### src/rtl/core/fbpa_pkg.sv
package fbpa_pkg;

  localparam int DEF_MAX_BLOCKS      = 256;
  localparam int DEF_MAX_BLOCK_BYTES = 4096;

  // Port field widths
  localparam int OPC_W    = 2;
  localparam int REQ_W    = 16;
  localparam int OFF_W    = 20;
  localparam int STAT_W   = 3;
  localparam int GSIZE_W  = 13;
  localparam int ALIGN_W  = 9;
  localparam int CNT_W    = 9;
  localparam int CFG_IDX_W  = 2;
  localparam int CFG_DATA_W = 13;

  // Block size after rounding can reach the byte limit, 4096 by default
  localparam int SIZE_W = 14;
  localparam int DIV_STEPS = OFF_W;
  localparam int DIV_CNT_W = $clog2(DIV_STEPS + 1);

  localparam logic [OPC_W-1:0] OP_ALLOC = 2'd0;
  localparam logic [OPC_W-1:0] OP_FREE  = 2'd1;
  localparam logic [OPC_W-1:0] OP_RESET = 2'd2;

  localparam logic [STAT_W-1:0] ST_OK        = 3'd0;
  localparam logic [STAT_W-1:0] ST_TOO_LARGE = 3'd1;
  localparam logic [STAT_W-1:0] ST_EXHAUSTED = 3'd2;
  localparam logic [STAT_W-1:0] ST_BAD_PTR   = 3'd3;
  localparam logic [STAT_W-1:0] ST_NULL      = 3'd4;

  localparam logic [CFG_IDX_W-1:0] CFG_BLOCK_SIZE  = 2'd0;
  localparam logic [CFG_IDX_W-1:0] CFG_BLOCK_ALIGN = 2'd1;
  localparam logic [CFG_IDX_W-1:0] CFG_BLOCK_COUNT = 2'd2;

  localparam logic [12:0] RST_BLOCK_SIZE  = 13'd64;
  localparam logic [8:0]  RST_BLOCK_ALIGN = 9'd8;
  localparam logic [8:0]  RST_BLOCK_COUNT = 9'd256;

  typedef enum logic [2:0] {
    S_PREP,
    S_SWEEP,
    S_IDLE,
    S_DECODE,
    S_ALLOC_WB,
    S_DIV,
    S_FREE_WB
  } state_t;

endpackage

### src/rtl/core/fixed_block_pool_allocator_top.sv
// Fixed-size block pool allocator. Pulse start while busy is low to issue one
// operation (allocate, free, reset pool); exactly one result beat follows on
// out_valid, which must be taken that cycle since it cannot be held off.
// An allocate answers from the alloc write-back state after decode; ops that
// fail early and opcode 3 answer from decode; a free answers from its write-back
// state once a 20-step restoring divider has checked the offset, one quotient
// bit a cycle. Pool reset answers from decode, then keeps busy high while the
// link memory is rewritten one entry a cycle. Out of reset, and after a write to
// any of the three defined registers, busy covers prep and the same relink
// pass; config writes are always taken and abort any pending op with no result.
module fixed_block_pool_allocator_top
  import fbpa_pkg::*;
#(
  parameter int MAX_BLOCKS      = DEF_MAX_BLOCKS,
  parameter int MAX_BLOCK_BYTES = DEF_MAX_BLOCK_BYTES
) (
  input  logic                  clk,
  input  logic                  rst_n,

  input  logic                  start,
  output logic                  busy,
  input  logic [OPC_W-1:0]      in_opcode,
  input  logic [REQ_W-1:0]      in_request_size,
  input  logic                  in_free_is_null,
  input  logic [OFF_W-1:0]      in_free_offset,

  output logic                  out_valid,
  output logic [STAT_W-1:0]     out_status,
  output logic [OFF_W-1:0]      out_block_offset,
  output logic [GSIZE_W-1:0]    out_granted_size,
  output logic [ALIGN_W-1:0]    out_granted_alignment,
  output logic [CNT_W-1:0]      out_used_count,
  output logic [CNT_W-1:0]      out_peak_count,

  input  logic                  cfg_valid,
  output logic                  cfg_ready,
  input  logic [CFG_IDX_W-1:0]  cfg_index,
  input  logic [CFG_DATA_W-1:0] cfg_data
);

  localparam int IDX_W  = $clog2(MAX_BLOCKS);
  localparam int LINK_W = $clog2(MAX_BLOCKS + 1);
  localparam int PROD_W = LINK_W + SIZE_W;
  localparam logic [LINK_W-1:0] NULL_LINK = LINK_W'(MAX_BLOCKS);
  localparam logic [IDX_W-1:0]  LAST_IDX  = IDX_W'(MAX_BLOCKS - 1);

  function automatic logic [ALIGN_W-1:0] calc_align(input logic [8:0] a);
    logic [ALIGN_W-1:0] p;
    p = ALIGN_W'(256);
    for (int k = 8; k >= 0; k--) begin
      if ((9'd1 << k) >= a) p = ALIGN_W'(9'd1 << k);
    end
    return p;
  endfunction

  function automatic logic [SIZE_W-1:0] calc_size(input logic [12:0] s,
                                                  input logic [ALIGN_W-1:0] a);
    logic [12:0]       s1;
    logic [12:0]       s2;
    logic [SIZE_W-1:0] mask;
    logic [SIZE_W-1:0] sum;
    s1   = (s == 13'd0) ? 13'd1 : s;
    s2   = (32'(s1) > MAX_BLOCK_BYTES) ? 13'(MAX_BLOCK_BYTES) : s1;
    mask = SIZE_W'(a) - SIZE_W'(1);
    sum  = SIZE_W'(s2) + mask;
    return sum & ~mask;
  endfunction

  function automatic logic [LINK_W-1:0] calc_count(input logic [8:0] c);
    logic [8:0] c1;
    c1 = (c == 9'd0) ? 9'd1 : c;
    if (32'(c1) > MAX_BLOCKS) return LINK_W'(MAX_BLOCKS);
    return LINK_W'(c1);
  endfunction

  state_t state_r, state_nxt;

  logic [12:0]          cfg_size_r,  cfg_size_nxt;
  logic [8:0]           cfg_align_r, cfg_align_nxt;
  logic [8:0]           cfg_count_r, cfg_count_nxt;

  logic [SIZE_W-1:0]    size_r;
  logic [ALIGN_W-1:0]   align_r;
  logic [LINK_W-1:0]    count_r;

  logic [LINK_W-1:0]    head_r,  head_nxt;
  logic [LINK_W-1:0]    used_r,  used_nxt;
  logic [LINK_W-1:0]    peak_r,  peak_nxt;
  logic [IDX_W-1:0]     sweep_r, sweep_nxt;

  logic [OPC_W-1:0]     op_r,      op_nxt;
  logic [REQ_W-1:0]     req_r,     req_nxt;
  logic                 is_null_r, is_null_nxt;
  logic [OFF_W-1:0]     off_r,     off_nxt;

  logic [PROD_W-1:0]    prod_r, prod_nxt;
  logic [SIZE_W-1:0]    rem_r,  rem_nxt;
  logic [OFF_W-1:0]     quo_r,  quo_nxt;
  logic [DIV_CNT_W-1:0] div_cnt_r, div_cnt_nxt;

  logic                 out_valid_r, out_valid_nxt;
  logic [STAT_W-1:0]    status_r, status_nxt;
  logic [OFF_W-1:0]     boff_r,   boff_nxt;
  logic [GSIZE_W-1:0]   gsize_r,  gsize_nxt;
  logic [ALIGN_W-1:0]   galign_r, galign_nxt;

  // Link memory
  logic [LINK_W-1:0]    link_mem [MAX_BLOCKS];
  logic [LINK_W-1:0]    link_rd_r;
  logic                 mem_we;
  logic [IDX_W-1:0]     mem_waddr;
  logic [LINK_W-1:0]    mem_wdata;
  logic [IDX_W-1:0]     mem_raddr;

  logic [LINK_W-1:0]    mul_a;
  logic [LINK_W-1:0]    sweep_inc;
  logic [LINK_W-1:0]    used_inc;
  logic [SIZE_W:0]      div_shift;
  logic                 div_ge;

  always_ff @(posedge clk) begin
    if (mem_we) link_mem[mem_waddr] <= mem_wdata;
    link_rd_r <= link_mem[mem_raddr];
  end

  // Effective configuration, registered once more behind the registers; the prep
  // state covers that lag before any relink.
  always_ff @(posedge clk) begin
    align_r <= calc_align(cfg_align_r);
    size_r  <= calc_size(cfg_size_r, calc_align(cfg_align_r));
    count_r <= calc_count(cfg_count_r);
  end

  always_ff @(posedge clk) begin
    if (!rst_n) begin
      state_r     <= S_PREP;
      cfg_size_r  <= RST_BLOCK_SIZE;
      cfg_align_r <= RST_BLOCK_ALIGN;
      cfg_count_r <= RST_BLOCK_COUNT;
      head_r      <= '0;
      used_r      <= '0;
      peak_r      <= '0;
      sweep_r     <= '0;
      div_cnt_r   <= '0;
      out_valid_r <= 1'b0;
    end else begin
      state_r     <= state_nxt;
      cfg_size_r  <= cfg_size_nxt;
      cfg_align_r <= cfg_align_nxt;
      cfg_count_r <= cfg_count_nxt;
      head_r      <= head_nxt;
      used_r      <= used_nxt;
      peak_r      <= peak_nxt;
      sweep_r     <= sweep_nxt;
      div_cnt_r   <= div_cnt_nxt;
      out_valid_r <= out_valid_nxt;
    end
  end

  always_ff @(posedge clk) begin
    op_r      <= op_nxt;
    req_r     <= req_nxt;
    is_null_r <= is_null_nxt;
    off_r     <= off_nxt;
    prod_r    <= prod_nxt;
    rem_r     <= rem_nxt;
    quo_r     <= quo_nxt;
    status_r  <= status_nxt;
    boff_r    <= boff_nxt;
    gsize_r   <= gsize_nxt;
    galign_r  <= galign_nxt;
  end

  assign mul_a     = (op_r == OP_ALLOC) ? head_r : count_r;
  assign sweep_inc = LINK_W'(sweep_r) + LINK_W'(1);
  assign used_inc  = (used_r < count_r) ? used_r + LINK_W'(1) : used_r;
  assign div_shift = {rem_r, quo_r[OFF_W-1]};
  assign div_ge    = (div_shift >= {1'b0, size_r});

  always_comb begin
    state_nxt     = state_r;
    cfg_size_nxt  = cfg_size_r;
    cfg_align_nxt = cfg_align_r;
    cfg_count_nxt = cfg_count_r;
    head_nxt      = head_r;
    used_nxt      = used_r;
    peak_nxt      = peak_r;
    sweep_nxt     = sweep_r;
    op_nxt        = op_r;
    req_nxt       = req_r;
    is_null_nxt   = is_null_r;
    off_nxt       = off_r;
    prod_nxt      = prod_r;
    rem_nxt       = rem_r;
    quo_nxt       = quo_r;
    div_cnt_nxt   = div_cnt_r;
    out_valid_nxt = 1'b0;
    status_nxt    = status_r;
    boff_nxt      = boff_r;
    gsize_nxt     = gsize_r;
    galign_nxt    = galign_r;
    mem_we        = 1'b0;
    mem_waddr     = sweep_r;
    mem_wdata     = (sweep_inc < count_r) ? sweep_inc : NULL_LINK;
    mem_raddr     = head_r[IDX_W-1:0];

    unique case (state_r)
      S_PREP: begin
        sweep_nxt = '0;
        state_nxt = S_SWEEP;
      end

      S_SWEEP: begin
        mem_we    = 1'b1;
        sweep_nxt = sweep_r + IDX_W'(1);
        if (sweep_r == LAST_IDX) state_nxt = S_IDLE;
      end

      S_IDLE: begin
        if (start) begin
          op_nxt      = in_opcode;
          req_nxt     = in_request_size;
          is_null_nxt = in_free_is_null;
          off_nxt     = in_free_offset;
          state_nxt   = S_DECODE;
        end
      end

      S_DECODE: begin
        status_nxt = ST_OK;
        boff_nxt   = '0;
        gsize_nxt  = '0;
        galign_nxt = '0;
        prod_nxt   = PROD_W'(mul_a) * PROD_W'(size_r);
        rem_nxt    = '0;
        quo_nxt    = off_r;
        div_cnt_nxt = '0;
        case (op_r)
          OP_ALLOC: begin
            if (req_r > REQ_W'(size_r)) begin
              status_nxt    = ST_TOO_LARGE;
              out_valid_nxt = 1'b1;
              state_nxt     = S_IDLE;
            end else if (head_r >= NULL_LINK) begin
              status_nxt    = ST_EXHAUSTED;
              out_valid_nxt = 1'b1;
              state_nxt     = S_IDLE;
            end else begin
              state_nxt = S_ALLOC_WB;
            end
          end
          OP_FREE: begin
            if (is_null_r) begin
              status_nxt    = ST_NULL;
              out_valid_nxt = 1'b1;
              state_nxt     = S_IDLE;
            end else begin
              state_nxt = S_DIV;
            end
          end
          OP_RESET: begin
            head_nxt      = '0;
            used_nxt      = '0;
            peak_nxt      = '0;
            out_valid_nxt = 1'b1;
            sweep_nxt     = '0;
            state_nxt     = S_SWEEP;
          end
          default: begin
            out_valid_nxt = 1'b1;
            state_nxt     = S_IDLE;
          end
        endcase
      end

      S_ALLOC_WB: begin
        head_nxt      = link_rd_r;
        used_nxt      = used_inc;
        if (used_inc > peak_r) peak_nxt = used_inc;
        boff_nxt      = OFF_W'(prod_r);
        gsize_nxt     = GSIZE_W'(size_r);
        galign_nxt    = align_r;
        out_valid_nxt = 1'b1;
        state_nxt     = S_IDLE;
      end

      S_DIV: begin
        rem_nxt     = div_ge ? SIZE_W'(div_shift - {1'b0, size_r})
                             : SIZE_W'(div_shift);
        quo_nxt     = {quo_r[OFF_W-2:0], div_ge};
        div_cnt_nxt = div_cnt_r + DIV_CNT_W'(1);
        if (div_cnt_r == DIV_CNT_W'(DIV_STEPS - 1)) state_nxt = S_FREE_WB;
      end

      S_FREE_WB: begin
        // quotient is below block count whenever the offset is in the pool
        if ((32'(off_r) >= 32'(prod_r)) || (rem_r != '0)) begin
          status_nxt = ST_BAD_PTR;
        end else begin
          mem_we    = 1'b1;
          mem_waddr = quo_r[IDX_W-1:0];
          mem_wdata = head_r;
          head_nxt  = LINK_W'(quo_r[IDX_W-1:0]);
          if (used_r != '0) used_nxt = used_r - LINK_W'(1);
        end
        out_valid_nxt = 1'b1;
        state_nxt     = S_IDLE;
      end

      default: state_nxt = S_PREP;
    endcase

    // A write to any of the three defined registers rebuilds the pool
    if (cfg_valid) begin
      case (cfg_index)
        CFG_BLOCK_SIZE: begin
          cfg_size_nxt = cfg_data;
          state_nxt    = S_PREP;
        end
        CFG_BLOCK_ALIGN: begin
          cfg_align_nxt = cfg_data[8:0];
          state_nxt     = S_PREP;
        end
        CFG_BLOCK_COUNT: begin
          cfg_count_nxt = cfg_data[8:0];
          state_nxt     = S_PREP;
        end
        default: ;
      endcase
      if (cfg_index == CFG_BLOCK_SIZE || cfg_index == CFG_BLOCK_ALIGN ||
          cfg_index == CFG_BLOCK_COUNT) begin
        head_nxt      = '0;
        used_nxt      = '0;
        peak_nxt      = '0;
        mem_we        = 1'b0;
        out_valid_nxt = 1'b0;
      end
    end
  end

  assign busy                  = (state_r != S_IDLE);
  assign cfg_ready             = 1'b1;
  assign out_valid             = out_valid_r;
  assign out_status            = status_r;
  assign out_block_offset      = boff_r;
  assign out_granted_size      = gsize_r;
  assign out_granted_alignment = galign_r;
  assign out_used_count        = CNT_W'(used_r);
  assign out_peak_count        = CNT_W'(peak_r);

endmodule

### config.mk
export PLATFORM = sky130hd
export DESIGN_NAME = fixed_block_pool_allocator_top
export DESIGN_NICKNAME = d
export VERILOG_FILES = /design/src/rtl/core/fbpa_pkg.sv /design/src/rtl/core/fixed_block_pool_allocator_top.sv
export SDC_FILE = /design/constraint.sdc
export NUM_CORES = 2
export LEC_CHECK = 0
export BUFFER_PORTS_ARGS = -buffer_cell sky130_fd_sc_hd__buf_2
export CORE_MARGIN = 5
export CORE_UTILIZATION = 42
export DETAILED_ROUTE_END_ITERATION = 10
export SETUP_SLACK_MARGIN = 0.2
export SYNTH_ARGS = -nofsm -noshare
export SYNTH_HDL_FRONTEND = slang
export SYNTH_SLANG_ARGS = --single-unit
### constraint.sdc
create_clock -name clk -period 10.9 [get_ports clk]
set_clock_uncertainty 0.2 [all_clocks]
set_input_delay 1.635 -clock clk [delete_from_list [all_inputs] [get_ports clk]]
set_output_delay 1.635 -clock clk [all_outputs]
set_load 0.05 [all_outputs]
==> impl.org <==
** Routing
- Count of vias placed by the detailed router :: 52700
- Avg Vias per Cell :: 5.74
- Count of TritonRoute iterations in the first routing pass :: 6
- Post-route ant nets :: 0
- Summed over all layers, the routed wires come to 259000 um.
- In this run, the number of DRC markers left after iteration 0 of detailed routing was 5342.
- Post-DR wirelength/cell :: 28.3 um
- After detailed routing, the number of remaining DRC violations is 0.

** Setup path
- Of all nets on the critical path, the largest fanout is 19.
- Traced cell by cell, the critical path runs through nor2_2 > nand2_1 > o21ai_1 > nand2_1 > fa_1 > inv_1 > fa_1 > inv_1 > fa_1 > fa_1 > inv_1 > ha_1 > a21o_1 > or2_2 > o311a_1 > o41a_1 > nand4_1 > a31oi_1 > a21o_1 > a21oi_1 > xnor2_1.
- Kind of cell adding the most delay to the critical path :: adder cells
- Required time at the worst-slack endpoint :: 11.34 ns
- Most used cell, CP :: sky130_fd_sc_hd__fa_1
- CP peak stage delay :: 0.71 ns
- CP Launch Type :: flop
- The critical path is of the flop to flop type.
- Critical Path Slowest Stage Cell :: sky130_fd_sc_hd__nor2_2
- Kind of end point of the critical path :: flop
- STA puts the critical path data arrival time at 7.35 ns.
- Counting both buffers and inverters, the worst setup path holds a total of 3.

** Synthesis
- After synthesis, the largest family of logic cells by area is multiplexers.
- Dominant cells by area after synthesis :: sky130_fd_sc_hd__edfxtp_1 70%, sky130_fd_sc_hd__mux4_2 16%, sky130_fd_sc_hd__dfxtp_1 2.2%
- The synthesized design contains 2445 enable-type register cells.
- YS warnings :: 0
- Number of storage elements in the synthesis netlist :: 2561
- Number of standard cells after synthesis :: 5417
- For this run, asynchronously set or reset flops after synthesis account for 0%.
- The mapped netlist covers 106000 sq um.
- Post-Synth Simple-Gate Area :: 4.09%
- Post-Synth XOR/XNOR Area :: 0.390%
- Of all cell types, the one taking the most synthesized area is sky130_fd_sc_hd__edfxtp_1.
- Synth Area in Compound Gates :: 2.08%
- Top post-synthesis cells by count :: 2445 x sky130_fd_sc_hd__edfxtp_1, 756 x sky130_fd_sc_hd__mux4_2, 400 x sky130_fd_sc_hd__nor2_1, 234 x sky130_fd_sc_hd__nand2_1, 196 x sky130_fd_sc_hd__inv_1
- Share of synthesized area spent on multiplexers :: 16.6%
- Count of unique library cells instantiated by Yosys :: 68
- Among all cell types in the netlist, the one instantiated most often is sky130_fd_sc_hd__edfxtp_1.
- The average instance in the mapped netlist occupies 19.5 sq um.
- Among all flip-flop cells after synthesis, the most frequent one is sky130_fd_sc_hd__edfxtp_1.
- Sequential elements use 71.8% of the synthesized area.
- Top-area cell type share of the netlist area :: 69.6%
- Summing the areas of all fa, ha and maj instances in the mapped netlist gives 3.22% of the synthesized area.

** GRT
- The first global-routing pass estimated 381000 um of wire.
- Initial antenna violation count :: 4
- Grt met1 use :: 28.1%
- All-Layer GR Usage :: 19.6%
- Global routing consumed, on the met2 layer, 31.0% of the routing resources.
- Entering global routing, the biggest net connects 201 pins.
- Summed over all layers, the global routing overflow is 0.
- For met3 alone, demand over resource in global routing was 4.13%.
- Layer carrying the most global-route usage :: met2
- The via count of the first global-routing pass was 52900.

** Die
- The die is 511 um wide.
- After floorplanning, the core was sized to cover 251000 sq um.
- Number of placement rows :: 184
- 124 I/O pins were placed.
- Initial Util :: 42.1%
- The die is 511 um tall.
- Die area :: 261000 sq um

** Layout
- Layout fillers :: 20500
- Final #Nets :: 5903
- Share of post-route cells with drive strength above 1 :: 23.6%
- For this run, the share of the core covered by cells in the final layout is 47.4%.
- Area added between synthesis and finish :: 12.6%

** Clock network
- The tree is rooted in a sky130_fd_sc_hd__clkbuf_16.
- Number of buffers added to fix hold violations after cts :: 0
- The H-tree was split into 5 levels.
- Clock latency on the worst-skew pair, taken at its later pin, is 0.94 ns.
- Clock tree from TritonCTS :: yes
- Clock sink count :: 2561
- Counting along the longest clock path gives a buffer depth of 4.
- Counting the buffers created by CTS gives 285.
- Once the clock tree was built, the setup fixing pass inserted 0 buffers.
- After clock tree synthesis, the clock-pin slew on the worst setup and hold paths is 0.06 ns.
- Number of instances resized during post-cts repair :: 0

** Placement
- Port buffering added 122 buffers.
- RD Place Congestion :: 0.839
- Summed over all nets, the half-perimeter wirelength after detailed placement is 161000 um.

** STA
- Dividing the final minimum period by the clock period gives 63.4%.
- Max Clk Rate :: 145 MHz
- The final number of max-transition violations came to 0.
- Setup repair after global routing left no endpoint under its margin.
- Headroom to the max-slew limit came out at 9.49%.
- At the pin with the least slew margin, the transition time is 1.35 ns.
- Hold violation count in the final report :: 0
- Total of endpoints with negative setup slack in the final report :: 0
- Clock period minus worst slack :: 6.91 ns
- Setup TNS :: 0 ns

** Power and ir drop
- Power density over the cells :: 169 nW/um^2
- Worst-case vdd ir drop :: 115 uV
- Standby leakage power :: 37.3 nW

** Job
- Max-cap violations in this run came to 0.

** Status
- The flow ran to the end, and the final reports show no timing, DRC or antenna violations.

** Worst hold path
- Worst hold-check path type :: flop to flop
final cells by class:
class	count	area, sq um	share of cell area [%]
clock inverters	133	1110	0.931
clock buffers	352	7510	6.32
repair buffers	203	1380	1.16
diodes	4	10.0	0.00842
inverters	201	754	0.635
flip-flops and latches	2561	75800	63.7
well taps	3348	4190	3.52
multi-input cells	2374	28100	23.7
layout by cell type (no fill, tap or decap), types with 32 or more instances in the layout:
| master | count |
|---|---|
| sky130_fd_sc_hd__nand2b_1 | 40 |
| sky130_fd_sc_hd__clkinv_1 | 70 |
| sky130_fd_sc_hd__clkinv_2 | 33 |
| sky130_fd_sc_hd__mux4_2 | 756 |
| sky130_fd_sc_hd__nand2_1 | 234 |
| sky130_fd_sc_hd__fa_1 | 87 |
| sky130_fd_sc_hd__nor3_1 | 86 |
| sky130_fd_sc_hd__nor2b_1 | 63 |
| sky130_fd_sc_hd__inv_1 | 196 |
| sky130_fd_sc_hd__ha_1 | 132 |
| sky130_fd_sc_hd__edfxtp_1 | 2445 |
| sky130_fd_sc_hd__clkbuf_1 | 61 |
| sky130_fd_sc_hd__buf_4 | 68 |
| sky130_fd_sc_hd__and2_1 | 32 |
| sky130_fd_sc_hd__a21oi_1 | 71 |
| sky130_fd_sc_hd__o21ai_0 | 51 |
| sky130_fd_sc_hd__dfxtp_1 | 109 |
| sky130_fd_sc_hd__clkbuf_16 | 291 |
| sky130_fd_sc_hd__mux2i_1 | 47 |
| sky130_fd_sc_hd__nor2_1 | 397 |
| sky130_fd_sc_hd__buf_2 | 122 |
| sky130_fd_sc_hd__xnor2_1 | 32 |
routing by layer:
| layer | share of wire [%] | up-vias |
|---|---|---|
| met5 | 0 | - |
| met4 | 2.5 | 0 |
| met3 | 7.7 | 371 |
| met2 | 48 | 1924 |
| met1 | 42 | 28200 |
| li1 | - | 22200 |
report_power, final:
part           switching, mW  leakage [nW]  internal [mW]
logic                  0.215          9.85         0.0983
registers             0.0277          23.2           10.7
clock network           3.73          4.20           5.29
worst paths after layout:
check | from | endpoint | slack (ns) | cells after the start
worst max-delay path | op_r[0] | prod_r[21] | 3.99 | 21
worst min-delay path | div_cnt_r[4] | div_cnt_r[4] | 0.25 | 1
worst max register to register | op_r[0] | prod_r[21] | 3.99 | 21
worst min register to register | div_cnt_r[4] | div_cnt_r[4] | 0.25 | 1
logic make-up (layout without fill, tap and decap cells):
group / count (synthesis) / count (layout)
compound gates: 334 / 334
xor+xnor: 47 / 47
fa+ha+maj: 219 / 219
buf+inv: 486 / 889
flops: 2561 / 2561
mux: 807 / 807
other cells: 2 / 10
simple gates: 961 / 961
per-stage QoR:
step / setup slack (ns) / area, sq um / std cells / hold WS [ns] / power [mW]
floorplan: 3.69 / 106000 / 5421 / 0.217 / 11.1
global placement: 4.14 / 110000 / 8687 / 0.244 / 11.2
detailed placement: 4.03 / 110000 / 8687 / 0.244 / 11.2
CTS: 4.01 / 119000 / 9172 / 0.250 / 20.2
global route: 3.58 / 119000 / 9174 / 0.289 / 20.7
finish: 3.99 / 119000 / 9176 / 0.248 / 20.1
sequential cells by signal (all words and copies together), names as in the netlist, 13 cells and up:
name              count
cfg_size_r           13
link_mem           2304
off_r                20
out_block_offset     20
out_granted_size     13
prod_r               23
quo_r                20
rem_r                14
req_r                16
size_r               14
worst register-to-register path: cells and delay by family (launching register included):
kind,cells,cell delay [ns]
buffers and inverters,3,0.15
adder cells (fa/ha/maj),5,2.36
flip-flops,1,0.50
XOR/XNOR,1,0.08
AO/OA/AOI/OAI,7,1.93
AND/OR/NAND/NOR,5,1.45
Note: power is estimated with default switching activity, not from simulation.
